File: src/hdl/csi_ruf_pkg.sv
// Shared types, constants and bit-field helpers for the CSI report field unpacker.
package csi_ruf_pkg;

    localparam int ReportWidth   = 32;
    localparam int LengthWidth   = 6;
    localparam int CfgIndexWidth = 3;
    localparam int CfgDataWidth  = 8;
    localparam int MaxReportBits = 32;
    localparam int PosWidth      = 5;
    localparam int FieldWidth    = 6;
    localparam int CqiWidth      = 4;

    // result status codes
    typedef enum logic [1:0] {
        ST_OK           = 2'd0,
        ST_LEN_MISMATCH = 2'd1,
        ST_BAD_CONFIG   = 2'd2,
        ST_OVERSIZE     = 2'd3
    } t_status;

    // codebook selection
    typedef enum logic [1:0] {
        CB_ONE_PORT  = 2'd0,
        CB_TWO_PORT  = 2'd1,
        CB_FOUR_PORT = 2'd2,
        CB_OTHER     = 2'd3
    } t_codebook;

    // configuration register indexes
    typedef enum logic [CfgIndexWidth-1:0] {
        REG_CODEBOOK_KIND   = 3'd0,
        REG_RANK_MASK       = 3'd1,
        REG_RESOURCE_COUNT  = 3'd2,
        REG_ENABLE_CRI      = 3'd3,
        REG_ENABLE_RANK     = 3'd4,
        REG_ENABLE_LAYER    = 3'd5,
        REG_ENABLE_PRECODER = 3'd6,
        REG_ENABLE_CQI      = 3'd7
    } t_cfg_reg;

    // ceil(log2(n)) for a 7-bit count, saturating at 7
    function automatic logic [2:0] f_clog2_7(input logic [6:0] n);
        logic [2:0] w;
        priority if (n <= 7'd1)  w = 3'd0;
        else if (n <= 7'd2)      w = 3'd1;
        else if (n <= 7'd4)      w = 3'd2;
        else if (n <= 7'd8)      w = 3'd3;
        else if (n <= 7'd16)     w = 3'd4;
        else if (n <= 7'd32)     w = 3'd5;
        else if (n <= 7'd64)     w = 3'd6;
        else                     w = 3'd7;
        return w;
    endfunction

    // number of set bits in a byte
    function automatic logic [3:0] f_popcount8(input logic [7:0] v);
        logic [3:0] c;
        c = 4'd0;
        for (int i = 0; i < 8; i++) begin
            c = c + {3'd0, v[i]};
        end
        return c;
    endfunction

    // Field of n bits starting at pos; the lowest report index is the field MSB.
    function automatic logic [FieldWidth-1:0] f_take(
        input logic [ReportWidth-1:0] bits,
        input logic [PosWidth-1:0]    pos,
        input logic [2:0]             n
    );
        logic [ReportWidth-1:0] s;
        logic [FieldWidth-1:0]  v;
        logic [2:0]             idx;
        s = bits >> pos;
        v = '0;
        for (int k = 0; k < FieldWidth; k++) begin
            idx = n - 3'(k) - 3'd1;
            if (3'(k) < n) begin
                v[k] = s[idx];
            end
        end
        return v;
    endfunction

endpackage

File: src/hdl/csi_report_field_unpacker.sv
// Top level of the CSI report field unpacker: config registers and three-stage pipeline.
//
// Splits one packed CSI part 1 report per item into CRI, rank, layer index, PMI
// fields and wideband CQI, and checks its length against the size the configuration
// calls for. An item passes through three register stages, the last one being the
// output register, and one item can be taken every cycle unless the pipeline is full
// and the output is stalled. Stage one derives the field widths and the expected size
// from the configuration registers and sets the status; stage two pulls out CRI and
// rank; stage three pulls out layer index, PMI and CQI into the output register.
// Each stage has its own valid bit and loads whenever it is empty or the stage after
// it moves, so bubbles close up and a stalled output leaves the earlier stages free
// to fill. Configuration writes take effect at the next edge and must be made while
// no item is in flight.
module csi_report_field_unpacker (
    input  logic                                   i_clk,
    input  logic                                   i_rst_n,
    // configuration write port
    input  logic                                   i_cfg_we,
    input  logic [csi_ruf_pkg::CfgIndexWidth-1:0]  i_cfg_index,
    input  logic [csi_ruf_pkg::CfgDataWidth-1:0]   i_cfg_data,
    // input item
    input  logic                                   i_valid,
    output logic                                   o_ready,
    input  logic [csi_ruf_pkg::ReportWidth-1:0]    i_report_bits,
    input  logic [csi_ruf_pkg::LengthWidth-1:0]    i_report_length,
    // result item
    output logic                                   o_valid,
    input  logic                                   i_ready,
    output logic [5:0]                             o_resource_index,
    output logic [2:0]                             o_rank,
    output logic [1:0]                             o_layer_index,
    output logic [1:0]                             o_pmi_two_port,
    output logic [2:0]                             o_beam_index,
    output logic                                   o_layer_offset,
    output logic [1:0]                             o_cophase_index,
    output logic [3:0]                             o_wideband_cqi,
    output logic [5:0]                             o_expected_length,
    output logic [1:0]                             o_status
);
    import csi_ruf_pkg::*;

    // configuration registers
    t_codebook  r_codebook_kind;
    logic [7:0] r_rank_mask;
    logic [6:0] r_resource_count;
    logic       r_en_cri;
    logic       r_en_rank;
    logic       r_en_layer;
    logic       r_en_precoder;
    logic       r_en_cqi;

    always_ff @(posedge i_clk) begin
        if (!i_rst_n) begin
            r_codebook_kind  <= CB_ONE_PORT;
            r_rank_mask      <= 8'd1;
            r_resource_count <= 7'd1;
            r_en_cri         <= 1'b0;
            r_en_rank        <= 1'b0;
            r_en_layer       <= 1'b0;
            r_en_precoder    <= 1'b0;
            r_en_cqi         <= 1'b0;
        end else if (i_cfg_we) begin
            unique case (t_cfg_reg'(i_cfg_index))
                REG_CODEBOOK_KIND:   r_codebook_kind  <= t_codebook'(i_cfg_data[1:0]);
                REG_RANK_MASK:       r_rank_mask      <= i_cfg_data;
                REG_RESOURCE_COUNT:  r_resource_count <= i_cfg_data[6:0];
                REG_ENABLE_CRI:      r_en_cri         <= i_cfg_data[0];
                REG_ENABLE_RANK:     r_en_rank        <= i_cfg_data[0];
                REG_ENABLE_LAYER:    r_en_layer       <= i_cfg_data[0];
                REG_ENABLE_PRECODER: r_en_precoder    <= i_cfg_data[0];
                REG_ENABLE_CQI:      r_en_cqi         <= i_cfg_data[0];
                default:             r_en_cqi         <= r_en_cqi;
            endcase
        end
    end

    // per-stage valid bits and load enables
    logic r_v1, r_v2, r_v3;
    logic w_rdy1, w_rdy2, w_rdy3;

    assign w_rdy3  = !r_v3 || i_ready;
    assign w_rdy2  = !r_v2 || w_rdy3;
    assign w_rdy1  = !r_v1 || w_rdy2;
    assign o_ready = w_rdy1;
    assign o_valid = r_v3;

    always_ff @(posedge i_clk) begin
        if (!i_rst_n) begin
            r_v1 <= 1'b0;
            r_v2 <= 1'b0;
            r_v3 <= 1'b0;
        end else begin
            if (w_rdy1) r_v1 <= i_valid;
            if (w_rdy2) r_v2 <= r_v1;
            if (w_rdy3) r_v3 <= r_v2;
        end
    end

    // ---------------- stage 1: widths, expected size, status ----------------
    logic [2:0]           n_cri_w;
    logic [1:0]           n_ri_w;
    logic [2:0]           n_lp_max;
    logic [PosWidth-1:0]  n_total;
    t_status              n_status;

    always_comb begin
        logic [3:0] pop;
        logic [2:0] pop_w;
        logic       bad;
        pop     = f_popcount8(r_rank_mask);
        pop_w   = f_clog2_7({3'd0, pop});
        n_cri_w = r_en_cri ? f_clog2_7(r_resource_count) : 3'd0;
        n_ri_w  = 2'd0;
        n_lp_max = 3'd0;
        unique case (r_codebook_kind)
            CB_TWO_PORT: begin
                n_ri_w = (pop_w >= 3'd1) ? 2'd1 : 2'd0;
                // rank 1: PMI 2 bits; rank 2: LI 1 bit + PMI 1 bit
                if (r_en_precoder) n_lp_max = 3'd2;
                else if (r_en_layer) n_lp_max = 3'd1;
            end
            CB_FOUR_PORT: begin
                n_ri_w = (pop_w >= 3'd2) ? 2'd2 : pop_w[1:0];
                // worst case over ranks: rank 2 (LI 1 + PMI 5) or rank 3, 4 (LI 2 + PMI 4)
                if (r_en_precoder && r_en_layer) n_lp_max = 3'd6;
                else if (r_en_precoder) n_lp_max = 3'd5;
                else if (r_en_layer) n_lp_max = 3'd2;
            end
            default: begin
                n_ri_w   = 2'd0;
                n_lp_max = 3'd0;
            end
        endcase
        if (!r_en_rank) n_ri_w = 2'd0;

        n_total = PosWidth'(n_cri_w) + PosWidth'(n_ri_w) + PosWidth'(n_lp_max)
                + (r_en_cqi ? PosWidth'(CqiWidth) : '0);

        bad = (r_codebook_kind == CB_OTHER) || (r_resource_count == 7'd0)
           || (r_resource_count > 7'd64)
           || ((r_codebook_kind != CB_ONE_PORT) && (r_rank_mask == 8'd0))
           || ((r_en_layer || r_en_precoder) && !r_en_rank);

        priority if (bad)                            n_status = ST_BAD_CONFIG;
        else if (32'(n_total) > MaxReportBits)       n_status = ST_OVERSIZE;
        else if (i_report_length != LengthWidth'(n_total)) n_status = ST_LEN_MISMATCH;
        else                                         n_status = ST_OK;
    end

    logic [ReportWidth-1:0] r_s1_bits;
    t_codebook              r_s1_kind;
    logic                   r_s1_el, r_s1_ep, r_s1_eq;
    logic [2:0]             r_s1_cri_w;
    logic [1:0]             r_s1_ri_w;
    logic [PosWidth-1:0]    r_s1_total;
    t_status                r_s1_status;

    always_ff @(posedge i_clk) begin
        if (w_rdy1 && i_valid) begin
            r_s1_bits   <= i_report_bits;
            r_s1_kind   <= r_codebook_kind;
            r_s1_el     <= r_en_layer;
            r_s1_ep     <= r_en_precoder;
            r_s1_eq     <= r_en_cqi;
            r_s1_cri_w  <= n_cri_w;
            r_s1_ri_w   <= n_ri_w;
            r_s1_total  <= n_total;
            r_s1_status <= n_status;
        end
    end

    // ---------------- stage 2: CRI and rank ----------------
    logic [FieldWidth-1:0] n_cri;
    logic [FieldWidth-1:0] n_ri;
    logic [2:0]            n_rank;
    logic [PosWidth-1:0]   n_pos_li;

    assign n_cri    = f_take(r_s1_bits, '0, r_s1_cri_w);
    assign n_ri     = f_take(r_s1_bits, PosWidth'(r_s1_cri_w), {1'b0, r_s1_ri_w});
    assign n_rank   = {1'b0, n_ri[1:0]} + 3'd1;
    assign n_pos_li = PosWidth'(r_s1_cri_w) + PosWidth'(r_s1_ri_w);

    logic [ReportWidth-1:0] r_s2_bits;
    t_codebook              r_s2_kind;
    logic                   r_s2_el, r_s2_ep, r_s2_eq;
    logic [FieldWidth-1:0]  r_s2_cri;
    logic [2:0]             r_s2_rank;
    logic [PosWidth-1:0]    r_s2_pos_li;
    logic [PosWidth-1:0]    r_s2_total;
    t_status                r_s2_status;

    always_ff @(posedge i_clk) begin
        if (w_rdy2 && r_v1) begin
            r_s2_bits   <= r_s1_bits;
            r_s2_kind   <= r_s1_kind;
            r_s2_el     <= r_s1_el;
            r_s2_ep     <= r_s1_ep;
            r_s2_eq     <= r_s1_eq;
            r_s2_cri    <= n_cri;
            r_s2_rank   <= n_rank;
            r_s2_pos_li <= n_pos_li;
            r_s2_total  <= r_s1_total;
            r_s2_status <= r_s1_status;
        end
    end

    // ---------------- stage 3: LI, PMI, CQI and result masking ----------------
    logic [1:0] n_li;
    logic [1:0] n_pmi2;
    logic [2:0] n_beam;
    logic       n_offset;
    logic [1:0] n_cophase;
    logic [3:0] n_cqi;

    always_comb begin
        logic [2:0]          li_w;
        logic [2:0]          pmi_w;
        logic [PosWidth-1:0] cqi_pos;
        logic [PosWidth-1:0] pmi_pos;
        logic [PosWidth-1:0] cop_pos;
        logic [2:0]          cop_w;
        logic [FieldWidth-1:0] fld_li, fld_pmi2, fld_beam, fld_off, fld_cop, fld_cqi;
        li_w  = 3'd0;
        pmi_w = 3'd0;
        unique case (r_s2_kind)
            CB_TWO_PORT: begin
                li_w  = (r_s2_rank == 3'd2) ? 3'd1 : 3'd0;
                pmi_w = (r_s2_rank == 3'd2) ? 3'd1 : 3'd2;
            end
            CB_FOUR_PORT: begin
                li_w  = (r_s2_rank >= 3'd3) ? 3'd2 : ((r_s2_rank == 3'd2) ? 3'd1 : 3'd0);
                pmi_w = (r_s2_rank <= 3'd2) ? 3'd5 : 3'd4;
            end
            default: begin
                li_w  = 3'd0;
                pmi_w = 3'd0;
            end
        endcase
        if (!r_s2_el) li_w = 3'd0;
        if (!r_s2_ep) pmi_w = 3'd0;

        // PMI and CQI sit at the tail of the report, after the padding
        cqi_pos = r_s2_total - (r_s2_eq ? PosWidth'(CqiWidth) : '0);
        pmi_pos = cqi_pos - PosWidth'(pmi_w);
        cop_pos = pmi_pos + PosWidth'(3) + ((r_s2_rank == 3'd2) ? PosWidth'(1) : '0);
        cop_w   = (r_s2_rank == 3'd1) ? 3'd2 : 3'd1;

        fld_li   = f_take(r_s2_bits, r_s2_pos_li, li_w);
        fld_pmi2 = f_take(r_s2_bits, pmi_pos, pmi_w);
        fld_beam = f_take(r_s2_bits, pmi_pos, 3'd3);
        fld_off  = f_take(r_s2_bits, pmi_pos + PosWidth'(3), 3'd1);
        fld_cop  = f_take(r_s2_bits, cop_pos, cop_w);
        fld_cqi  = f_take(r_s2_bits, cqi_pos, 3'(CqiWidth));

        n_li      = fld_li[1:0];
        n_pmi2    = (r_s2_ep && r_s2_kind == CB_TWO_PORT) ? fld_pmi2[1:0] : 2'd0;
        n_beam    = (r_s2_ep && r_s2_kind == CB_FOUR_PORT) ? fld_beam[2:0] : 3'd0;
        n_offset  = r_s2_ep && (r_s2_kind == CB_FOUR_PORT) && (r_s2_rank == 3'd2)
                    && fld_off[0];
        n_cophase = (r_s2_ep && r_s2_kind == CB_FOUR_PORT) ? fld_cop[1:0] : 2'd0;
        n_cqi     = r_s2_eq ? fld_cqi[3:0] : 4'd0;
    end

    // output register; fields other than the size read as defaults unless status is ok
    logic w_ok;
    assign w_ok = (r_s2_status == ST_OK);

    always_ff @(posedge i_clk) begin
        if (w_rdy3 && r_v2) begin
            o_resource_index  <= w_ok ? r_s2_cri : 6'd0;
            o_rank            <= w_ok ? r_s2_rank : 3'd1;
            o_layer_index     <= w_ok ? n_li : 2'd0;
            o_pmi_two_port    <= w_ok ? n_pmi2 : 2'd0;
            o_beam_index      <= w_ok ? n_beam : 3'd0;
            o_layer_offset    <= w_ok && n_offset;
            o_cophase_index   <= w_ok ? n_cophase : 2'd0;
            o_wideband_cqi    <= w_ok ? n_cqi : 4'd0;
            o_expected_length <= (r_s2_status == ST_BAD_CONFIG) ? 6'd0
                                                               : LengthWidth'(r_s2_total);
            o_status          <= r_s2_status;
        end
    end

endmodule
File: config.mk
export PLATFORM = sky130hd
export DESIGN_NAME = csi_report_field_unpacker
export DESIGN_NICKNAME = d
export VERILOG_FILES = /design/src/hdl/csi_ruf_pkg.sv /design/src/hdl/csi_report_field_unpacker.sv
export SDC_FILE = /design/constraint.sdc
export NUM_CORES = 1
export LEC_CHECK = 0
export ABC_AREA = 0
export ABC_CLOCK_PERIOD_IN_PS = 8800
export BUFFER_PORTS_ARGS = -buffer_cell sky130_fd_sc_hd__buf_4
export CAP_MARGIN = 10
export CORE_AREA = 4 4 226 140
export CTS_CLUSTER_SIZE = 20
export DETAILED_ROUTE_END_ITERATION = 12
export DIE_AREA = 0 0 230 144
export HOLD_SLACK_MARGIN = 0.15
export PLACE_DENSITY = 0.6
export SLEW_MARGIN = 15
export SYNTH_ARGS = -nofsm -noshare
export SYNTH_HDL_FRONTEND = slang
export SYNTH_SLANG_ARGS = --single-unit
File: constraint.sdc
create_clock -name i_clk -period 8.8 [get_ports i_clk]
set_input_delay 0.44 -clock i_clk [delete_from_list [all_inputs] [get_ports i_clk]]
set_output_delay 0.44 -clock i_clk [all_outputs]
set_load 0.02 [all_outputs]
==> metrics.md, run 1 <==
| Metric | Value |
|---|---|
| Non-filler instance count after layout | `1,475` |
| RePlAce Congestion | `0.941` |
| Setup tns final | `0 ps` |
| I/O pin count | `87` |
| Synth-to-layout area growth | `15.8%` |
| Total of warnings raised by yosys | `0` |
| Via count of the routed design | `8,501` |
| Status | `finished clean` |
| Filler cells | `2,743` |
| Setup Viol. Count Final | `0` |
| Leftover overflow at the end of global routing | `0` |
| Pre-antenna DRT Iters | `5` |
| Final Util | `0.456` |
| Final hold violation count | `0` |
| Final Slew Violations | `0` |
| Diode count | `0` |
| Fraction of final layout cells sized beyond drive strength 1 | `0.236` |
| Number of remaining DRC errors | `0` |
| Number of synthesized flops with an enable pin | `136` |
| H-tree level count | `4` |
| Stage delay of the slowest cell on the critical path | `760 ps` |
| Post-Synthesis Cells | `990` |
| Kind of critical path | `flip-flop to flip-flop` |
| Die ar. | `0.0331 sq mm` |
| Clock tree from TritonCTS | `yes` |
| Most area-hungry cell type in the Yosys netlist | `edfxtp_1` |
| Placed wire-length estimate | `22,300 um` |
| Startpoint class of the critical path | `flip-flop` |
| Final clock period utilization by the worst path | `0.748` |
| Final cell area excluding filler cells | `0.0135 sq mm` |
| Worst path cell trace | `inv_1 > ha_1 > a21oi_1 > or4b_2 > inv_1 > ha_2 > inv_1 > fa_1 > buf_4 > inv_2 > ha_1 > inv_1 > ha_1 > xnor2_2 > xnor2_2 > mux2_1 > o221ai_1 > a21oi_1 > o32ai_1 > nand2b_1 > a211oi_1` |
| Starting Density | `0.394` |
| Highest-count cells in the layout ignoring fill and taps | `edfxtp_1 (136), mux2i_1 (100), buf_4 (96), mux4_2 (87), nand2_1 (75)` |
| Headroom to the max-slew limit | `0.279` |
| Antenna violations before repair | `0` |
| Unrepaired setup endpoints after global routing | `false` |
| Synth Flop Type | `edfxtp_1` |
| Cell leakage power | `5.05 nW` |
| Pin count of the biggest net entering global routing | `58` |
| Critical-path maximum fanout | `29` |
| Worst endpoint required time | `8980 ps` |
| Worst-skew pair later-pin latency | `450 ps` |
| Die W | `230 um` |
| Standard cell area after detailed placement | `0.0126 sq mm` |
| Final routed wire length divided by cell count | `21.2 um` |
| Worst-case clock skew | `10.7 ps` |
| Wire length of the first global-routing pass | `48,400 um` |
| Clock slew at the register clock pins of the worst setup and hold paths | `70 ps` |
| Final layout net count | `1,156` |
| Site Rows | `49` |
| Max clock buf depth | `2` |
| Post-Syn Area per Cell | `11.8 sq um` |
| Share of async-settable or async-resettable flops after synthesis | `0` |
| Clk root buf | `clkbuf_16` |
| Area contributors post-synth | `edfxtp_1 (35%), mux4_2 (17%), mux2i_1 (8.6%), dfxtp_1 (4.3%), ha_1 (4.1%)` |
| Cell type with the highest occurrence count on the critical path | `inv_1` |
| Critical path endpoint category | `flip-flop` |
| Buffers added on ports | `85` |
| Slowest cell on the critical path | `or4b_2` |
| Via count of the first global-routing pass | `8,019` |
| Highest clock frequency the design can meet | `152 MHz` |
| Sequential fraction of the synthesis area | `0.393` |
| Library cells used by synthesis | `72` |
| Number of nets in the synthesized netlist | `1,092` |
| Worst endpoint data arrival time | `6770 ps` |
| Most common library cell in the layout ignoring fill and taps | `edfxtp_1` |
| Total area of sequential cells | `0.00458 sq mm` |
| Number of antenna-violating nets in the routed design | `0` |
| Cts bufs inserted | `17` |
| Starting DRC count in detailed routing | `929` |
| Total routing usage reported by global routing | `0.190` |
| Netlist Area Pre-Place | `0.0117 sq mm` |
| Ratio of total power to cell area | `161 mW/mm^2` |
| Peak VDD IR | `0.105 mV` |
| Sink Count | `161` |
| Die Height | `144 um` |
| Number of max-capacitance violations reported | `0` |
| Placed Instances | `1,415` |
| Number of register bits inferred by synthesis | `161` |
| Final WL | `31,200 um` |
| Yosys top cell area share | `0.350` |
| CORE AREA | `0.0296 sq mm` |
| Actual slew at the worst max-slew pin | `1080 ps` |
| Path type of the worst min-delay path | `primary input to flip-flop` |
| Largest delay share family, worst path | `adder cells` |
| CP Buf/Inv Count | `6` |
| Min Tclk post-route | `6580 ps` |
| Area used by multi-input combinational logic | `0.00659 sq mm` |
| Ratio of routed vias to standard cells | `5.76` |
## routing by layer
layer / GRT usage / share of wire / up-vias
met4: 0.0388 / 0.011 / 0
met3: 0.0685 / 0.11 / 25
met1: 0.301 / 0.50 / 4174
met2: 0.246 / 0.38 / 400
met5: 0 / 0 / -
li1: - / - / 3902
## metrics by stage
step / hold WS [ps] / setup WS [ps] / power [mW]
floorplan: 400 / 2920 / 1.27
global placement: 403 / 2520 / 1.39
detailed placement: 405 / 2290 / 1.39
CTS: 152 / 2300 / 2.18
global route: 152 / 1760 / 2.26
finish: 174 / 2220 / 2.17
## worst paths after layout
check,start,endpoint,depth (start not counted),slack [ps]
worst max-delay path,r_s2_kind[0]$_DFFE_PP_,o_cophase_index[0]$_SDFFCE_PN0P_,21,2220
worst min-delay path,i_report_bits[30],r_s1_bits[30]$_DFFE_PP_,1,170
worst max register to register,r_s2_kind[0]$_DFFE_PP_,o_cophase_index[0]$_SDFFCE_PN0P_,21,2220
worst min register to register,r_s1_bits[30]$_DFFE_PP_,r_s2_bits[30]$_DFFE_PP_,0,410
## layout make-up
class                      instances  area share
tap                              408      0.0378
timing repair buffer             124      0.0742
inverter                          51      0.0142
clock buffer                      20      0.0347
sequential                       161       0.340
multi-input combinational        699       0.489
clock inverter                    12      0.0105
## worst register-to-register path, cell delays in order, from the launching register on
cell,delay [ps]
edfxtp_1,410
inv_1,80
ha_1,260
a21oi_1,60
or4b_2,760
inv_1,250
ha_2,220
inv_1,50
fa_1,480
buf_4,340
inv_2,270
ha_1,420
inv_1,90
ha_1,500
xnor2_2,290
xnor2_2,500
mux2_1,380
o221ai_1,230
a21oi_1,120
o32ai_1,380
nand2b_1,150
a211oi_1,70
## cell usage after synthesis, drive strengths merged, types with 3 or more instances
cell	n
a2111oi	6
a211oi	24
a21boi	9
a21o	3
a21oi	39
a311oi	3
a31oi	9
and2	22
buf	24
clkbuf	55
dfxtp	25
edfxtp	136
fa	10
ha	38
inv	49
mux2	21
mux2i	100
mux4	87
nand2	76
nand2b	6
nand3	12
nand4	6
nor2	54
nor2b	34
nor3	20
nor3b	5
nor4	5
o211ai	13
o21ai	25
o221ai	6
o22ai	4
o31ai	4
or3	4
xnor2	12
xor2	10
## state kept, by name, summed over array words and instances (netlist names), 6 cells and up
| name | count |
|---|---|
| r_s1_bits | 32 |
| o_resource_index | 6 |
| r_resource_count | 7 |
| r_rank_mask | 8 |
| r_s2_cri | 6 |
| r_s2_bits | 32 |
## power breakdown
group | switching (mW) | internal, mW | leakage, nW | total, mW
Sequential | 0.0581 | 0.868 | 1.50 | 0.926
Combinational | 0.239 | 0.231 | 3.26 | 0.470
Clock | 0.347 | 0.425 | 0.291 | 0.772
Total | 0.644 | 1.52 | 5.05 | 2.17
## kinds of logic after synthesis
logic type | after synthesis | synth area share
simple gates | 256 | 0.109
mux | 208 | 0.274
compound gates | 162 | 0.0956
flops | 161 | 0.393
buf+inv | 130 | 0.0440
fa+ha+maj | 48 | 0.0580
xor+xnor | 24 | 0.0253
other cells | 1 | 0.000322
## repair_timing
| action | in CTS | in global routing |
|---|---|---|
| endpoints found under the hold margin | 27 | 1 |
| setup buffers | 0 | 0 |
| hold buffers | 27 | 1 |
| resized for setup | 0 | 0 |
(Power assumes the default switching activity.)
==> run 2: changes to the inputs <==
--- a/config.mk
+++ b/config.mk
@@ -5,16 +5,16 @@
 export SDC_FILE = /design/constraint.sdc
 export NUM_CORES = 1
 export LEC_CHECK = 0
-export ABC_AREA = 0
-export ABC_CLOCK_PERIOD_IN_PS = 8800
+export ABC_AREA = 1
+export ABC_CLOCK_PERIOD_IN_PS = 5300
 export BUFFER_PORTS_ARGS = -buffer_cell sky130_fd_sc_hd__buf_4
 export CAP_MARGIN = 10
-export CORE_AREA = 4 4 226 140
+export CORE_AREA = 4 4 223 138
 export CTS_CLUSTER_SIZE = 20
 export DETAILED_ROUTE_END_ITERATION = 12
-export DIE_AREA = 0 0 230 144
+export DIE_AREA = 0 0 227 142
 export HOLD_SLACK_MARGIN = 0.15
-export PLACE_DENSITY = 0.6
+export PLACE_DENSITY = 0.63
 export SLEW_MARGIN = 15
 export SYNTH_ARGS = -nofsm -noshare
 export SYNTH_HDL_FRONTEND = slang
==> constraint.sdc (replaced) <==
create_clock -name i_clk -period 5.3 [get_ports i_clk]
set_input_delay 0.265 -clock i_clk [delete_from_list [all_inputs] [get_ports i_clk]]
set_output_delay 0.265 -clock i_clk [all_outputs]
set_load 0.02 [all_outputs]
==> metrics.md, run 2 <==
| Metric | Value |
|---|---|
| Die W | `227 um` |
| Worst Setup Slack, final | `258 ps` |
| Post-synthesis share of cell area spent on and, or, nand and nor gates | `0.281` |
| Number of antenna-violating nets in the routed design | `0` |
| Hold Path Depth | `3` |
| Main combinational cell family by area after synthesis | `simple AND/OR/NAND/NOR gates` |
| Share of total power in combinational logic | `0.224` |
| Kind of critical path | `flip-flop to flip-flop` |
| Min Tclk post-route | `5040 ps` |
| Final layout net count | `1,728` |
| Total routing usage reported by global routing | `0.233` |
| Clk root buf | `clkbuf_16` |
| Post-placement worst setup slack | `205 ps` |
| Path type of the worst min-delay path | `primary input to flip-flop` |
| Synth-to-layout area growth | `18.2%` |
| Die Height | `142 um` |
| Most common library cell in the layout ignoring fill and taps | `nand2_1` |
| Largest delay share family, worst path | `adder cells` |
| Number of max-capacitance violations reported | `0` |
| Buffers added on ports | `85` |
| Setup Viol. Count Final | `0` |
| Ratio of routed vias to standard cells | `5.54` |
| Critical-path maximum fanout | `3` |
| Cell leakage power | `5.79 nW` |
| Site Rows | `48` |
| Final WL | `37,300 um` |
| Sink Count | `161` |
| Via count of the first global-routing pass | `10,325` |
| Post-Syn Area per Cell | `7.44 sq um` |
| Startpoint class of the critical path | `flip-flop` |
| Number of nets in the synthesized netlist | `1,629` |
| Most area-hungry cell type in the Yosys netlist | `edfxtp_1` |
| Clock tree from TritonCTS | `yes` |
| Cts bufs inserted | `17` |
| Hold path startpoint | `i_report_length[1]` |
| Final Slew Violations | `0` |
| Status | `finished clean` |
| XOR/XNOR share of the synthesized area | `0.0106` |
| Sequential fraction of the synthesis area | `0.403` |
| Switching power as a share of total power | `0.323` |
| Wire length of the first global-routing pass | `58,600 um` |
| Starting DRC count in detailed routing | `1,467` |
| Ratio of total power to cell area | `272 mW/mm^2` |
| Actual slew at the worst max-slew pin | `1110 ps` |
| CP Buf/Inv Count | `4` |
| Worst-skew pair later-pin latency | `450 ps` |
| Starting Density | `0.398` |
| Final routed wire length divided by cell count | `18.5 um` |
| Netlist Area Pre-Place | `0.0114 sq mm` |
| Worst path cell trace | `fa_1 > inv_1 > fa_1 > fa_1 > inv_1 > ha_2 > fa_2 > nand2_1 > a211oi_1 > nor2_1 > o211ai_1 > nor3_2 > inv_1 > fa_1 > inv_1 > ha_2 > fa_2 > o22ai_2 > a21oi_2 > a41oi_1` |
| Worst endpoint data arrival time | `5220 ps` |
| Flop-to-flop setup slack | `260 ps` |
| Worst r2r dst | `r_s1_status[0]$_SDFFCE_PP0P_` |
| Final Power | `3.66 mW` |
| Synthesized-area fraction occupied by adder cells | `0.0594` |
| RePlAce Congestion | `0.986` |
| Library cells used by synthesis | `52` |
| Most used standard cells in the synthesized netlist | `nand2_1 (335), nand3_1 (252), o21ai_0 (177), inv_1 (164), edfxtp_1 (136)` |
| Leftover overflow at the end of global routing | `0` |
| Via count of the routed design | `11,153` |
| H-tree level count | `4` |
| Worst Hold Margin | `256 ps` |
| Peak VDD IR | `0.229 mV` |
| Worst-case clock skew | `11.6 ps` |
| Max clock buf depth | `2` |
| Worst endpoint required time | `5480 ps` |
| Number of remaining DRC errors | `0` |
| Highest-count cells in the layout ignoring fill and taps | `nand2_1 (335), nand3_1 (252), o21ai_0 (177), inv_1 (162), edfxtp_1 (136)` |
| Highest clock frequency the design can meet | `198 MHz` |
| Hold Path End | `r_s1_status[0]$_SDFFCE_PP0P_` |
| Clock share of power | `0.366` |
| Portion of total power attributed to sequential cells | `0.410` |
| Total of warnings raised by yosys | `0` |
| Library cell with the highest instance count after synthesis | `nand2_1` |
| Diode count | `0` |
| Antenna violations before repair | `0` |
| Switching Power | `1.18 mW` |
| Final hold violation count | `0` |
| Post-CTS Setup Bufs | `0` |
| Placed wire-length estimate | `27,600 um` |
| Area contributors post-synth | `edfxtp_1 (36%), nand3_1 (11%), nand2_1 (11%), o21ai_0 (7.8%), inv_1 (5.4%)` |
| Worst Reg2Reg Path Length in Cells | `20` |
| Synth Flop Type | `edfxtp_1` |
| Pin count of the biggest net entering global routing | `62` |
| CORE AREA | `0.0285 sq mm` |
| Final clock period utilization by the worst path | `0.951` |
| I/O pin count | `87` |
| Placed Instances | `1,929` |
| Mux contribution to synthesized area | `0` |
| Critical path endpoint category | `flip-flop` |
| Post-Synthesis Cells | `1,527` |
| Fraction of final layout cells sized beyond drive strength 1 | `0.104` |
| Pre-antenna DRT Iters | `8` |
| Synth Area in Compound Gates | `0.158` |
| Worst flop-to-flop path startpoint | `r_rank_mask[0]$_SDFFE_PN1P_` |
| Share of async-settable or async-resettable flops after synthesis | `0` |
| Clock slew at the register clock pins of the worst setup and hold paths | `70 ps` |
| Number of register bits inferred by synthesis | `161` |
| Number of synthesized flops with an enable pin | `136` |
| Die ar. | `0.0322 sq mm` |
| Yosys top cell area share | `0.359` |
| Stage delay of the slowest cell on the critical path | `580 ps` |
| Non-filler instance count after layout | `2,014` |
| Slowest cell on the critical path | `fa_2` |
| Cell-internal power | `2.47 mW` |
| Largest registers | `r_s1_bits x32, r_s2_bits x32, r_rank_mask x8` |
| Headroom to the max-slew limit | `0.259` |
==> run 2: worst max path at each step <==
| stage | from | end | slack, ps | depth (start not counted) |
|---|---|---|---|---|
| 6_report | r_rank_mask[0]$_SDFFE_PN1P_ | r_s1_status[0]$_SDFFCE_PP0P_ | 260 | 20 |
| 5_1_grt | r_rank_mask[0]$_SDFFE_PN1P_ | r_s1_status[0]$_SDFFCE_PP0P_ | -4 | 20 |
| 4_1_cts | r_rank_mask[0]$_SDFFE_PN1P_ | r_s1_status[0]$_SDFFCE_PP0P_ | 170 | 20 |
| 3_5_place_dp | r_rank_mask[0]$_SDFFE_PN1P_ | r_s1_status[0]$_SDFFCE_PP0P_ | 210 | 20 |
| 3_3_place_gp | r_rank_mask[0]$_SDFFE_PN1P_ | r_s1_status[0]$_SDFFCE_PP0P_ | 300 | 20 |
| 2_1_floorplan | r_rank_mask[0]$_SDFFE_PN1P_ | r_s1_status[0]$_SDFFCE_PP0P_ | 520 | 20 |
==> run 2: metrics by stage <==
| stage | TNS (ps) | util | area (sq um) |
|---|---|---|---|
| detailed placement | 0 | 0.429 | 12300 |
| global placement | 0 | 0.429 | 12300 |
| CTS | 0 | 0.469 | 13400 |
| global route | -4.48 | 0.471 | 13400 |
| finish | 0 | 0.471 | 13400 |
| floorplan | 0 | - | 11400 |
==> run 2: kinds of logic after synthesis <==
group | Yosys count
simple gates | 735
fa+ha+maj | 48
xor+xnor | 12
buf+inv | 245
other cells | 1
compound gates | 325
flops | 161
==> run 2: power by group through the flow <==
| stage | combinational [mW] | sequential (mW) | clock (mW) |
|---|---|---|---|
| after global placement | 0.754 | 1.53 | 0 |
| final | 0.818 | 1.50 | 1.34 |
| after CTS | 0.793 | 1.50 | 1.36 |
| after detailed placement | 0.760 | 1.53 | 0 |
| after global routing | 0.914 | 1.50 | 1.42 |
| after floorplan | 0.556 | 1.50 | 0 |
==> run 2: area by class of cell <==
| class | instances | area, sq um |
|---|---|---|
| fill | 2781 | 15100 |
| multi-input combinational | 1121 | 5830 |
| sequential | 161 | 4590 |
| timing repair buffer | 152 | 1280 |
| inverter | 173 | 652 |
| tap | 375 | 469 |
| clock buffer | 17 | 425 |
| clock inverter | 15 | 193 |
==> run 2: worst min-delay path: stages <==
cell,delay [ps]
buf_4,100
a21oi_2,50
a41oi_1,160
==> run 2: repair_timing <==
action	in CTS	in global routing
endpoints found under the setup margin	0	1
resized for setup	0	8
hold buffers	52	0
hold endpoints to repair	55	0
==> run 2: metal layers <==
metal | share of wire | GRT usage
met1 | 0.49 | 0.366
met2 | 0.38 | 0.307
met3 | 0.12 | 0.0814
met4 | 0.013 | 0.0471
met5 | 0 | 0
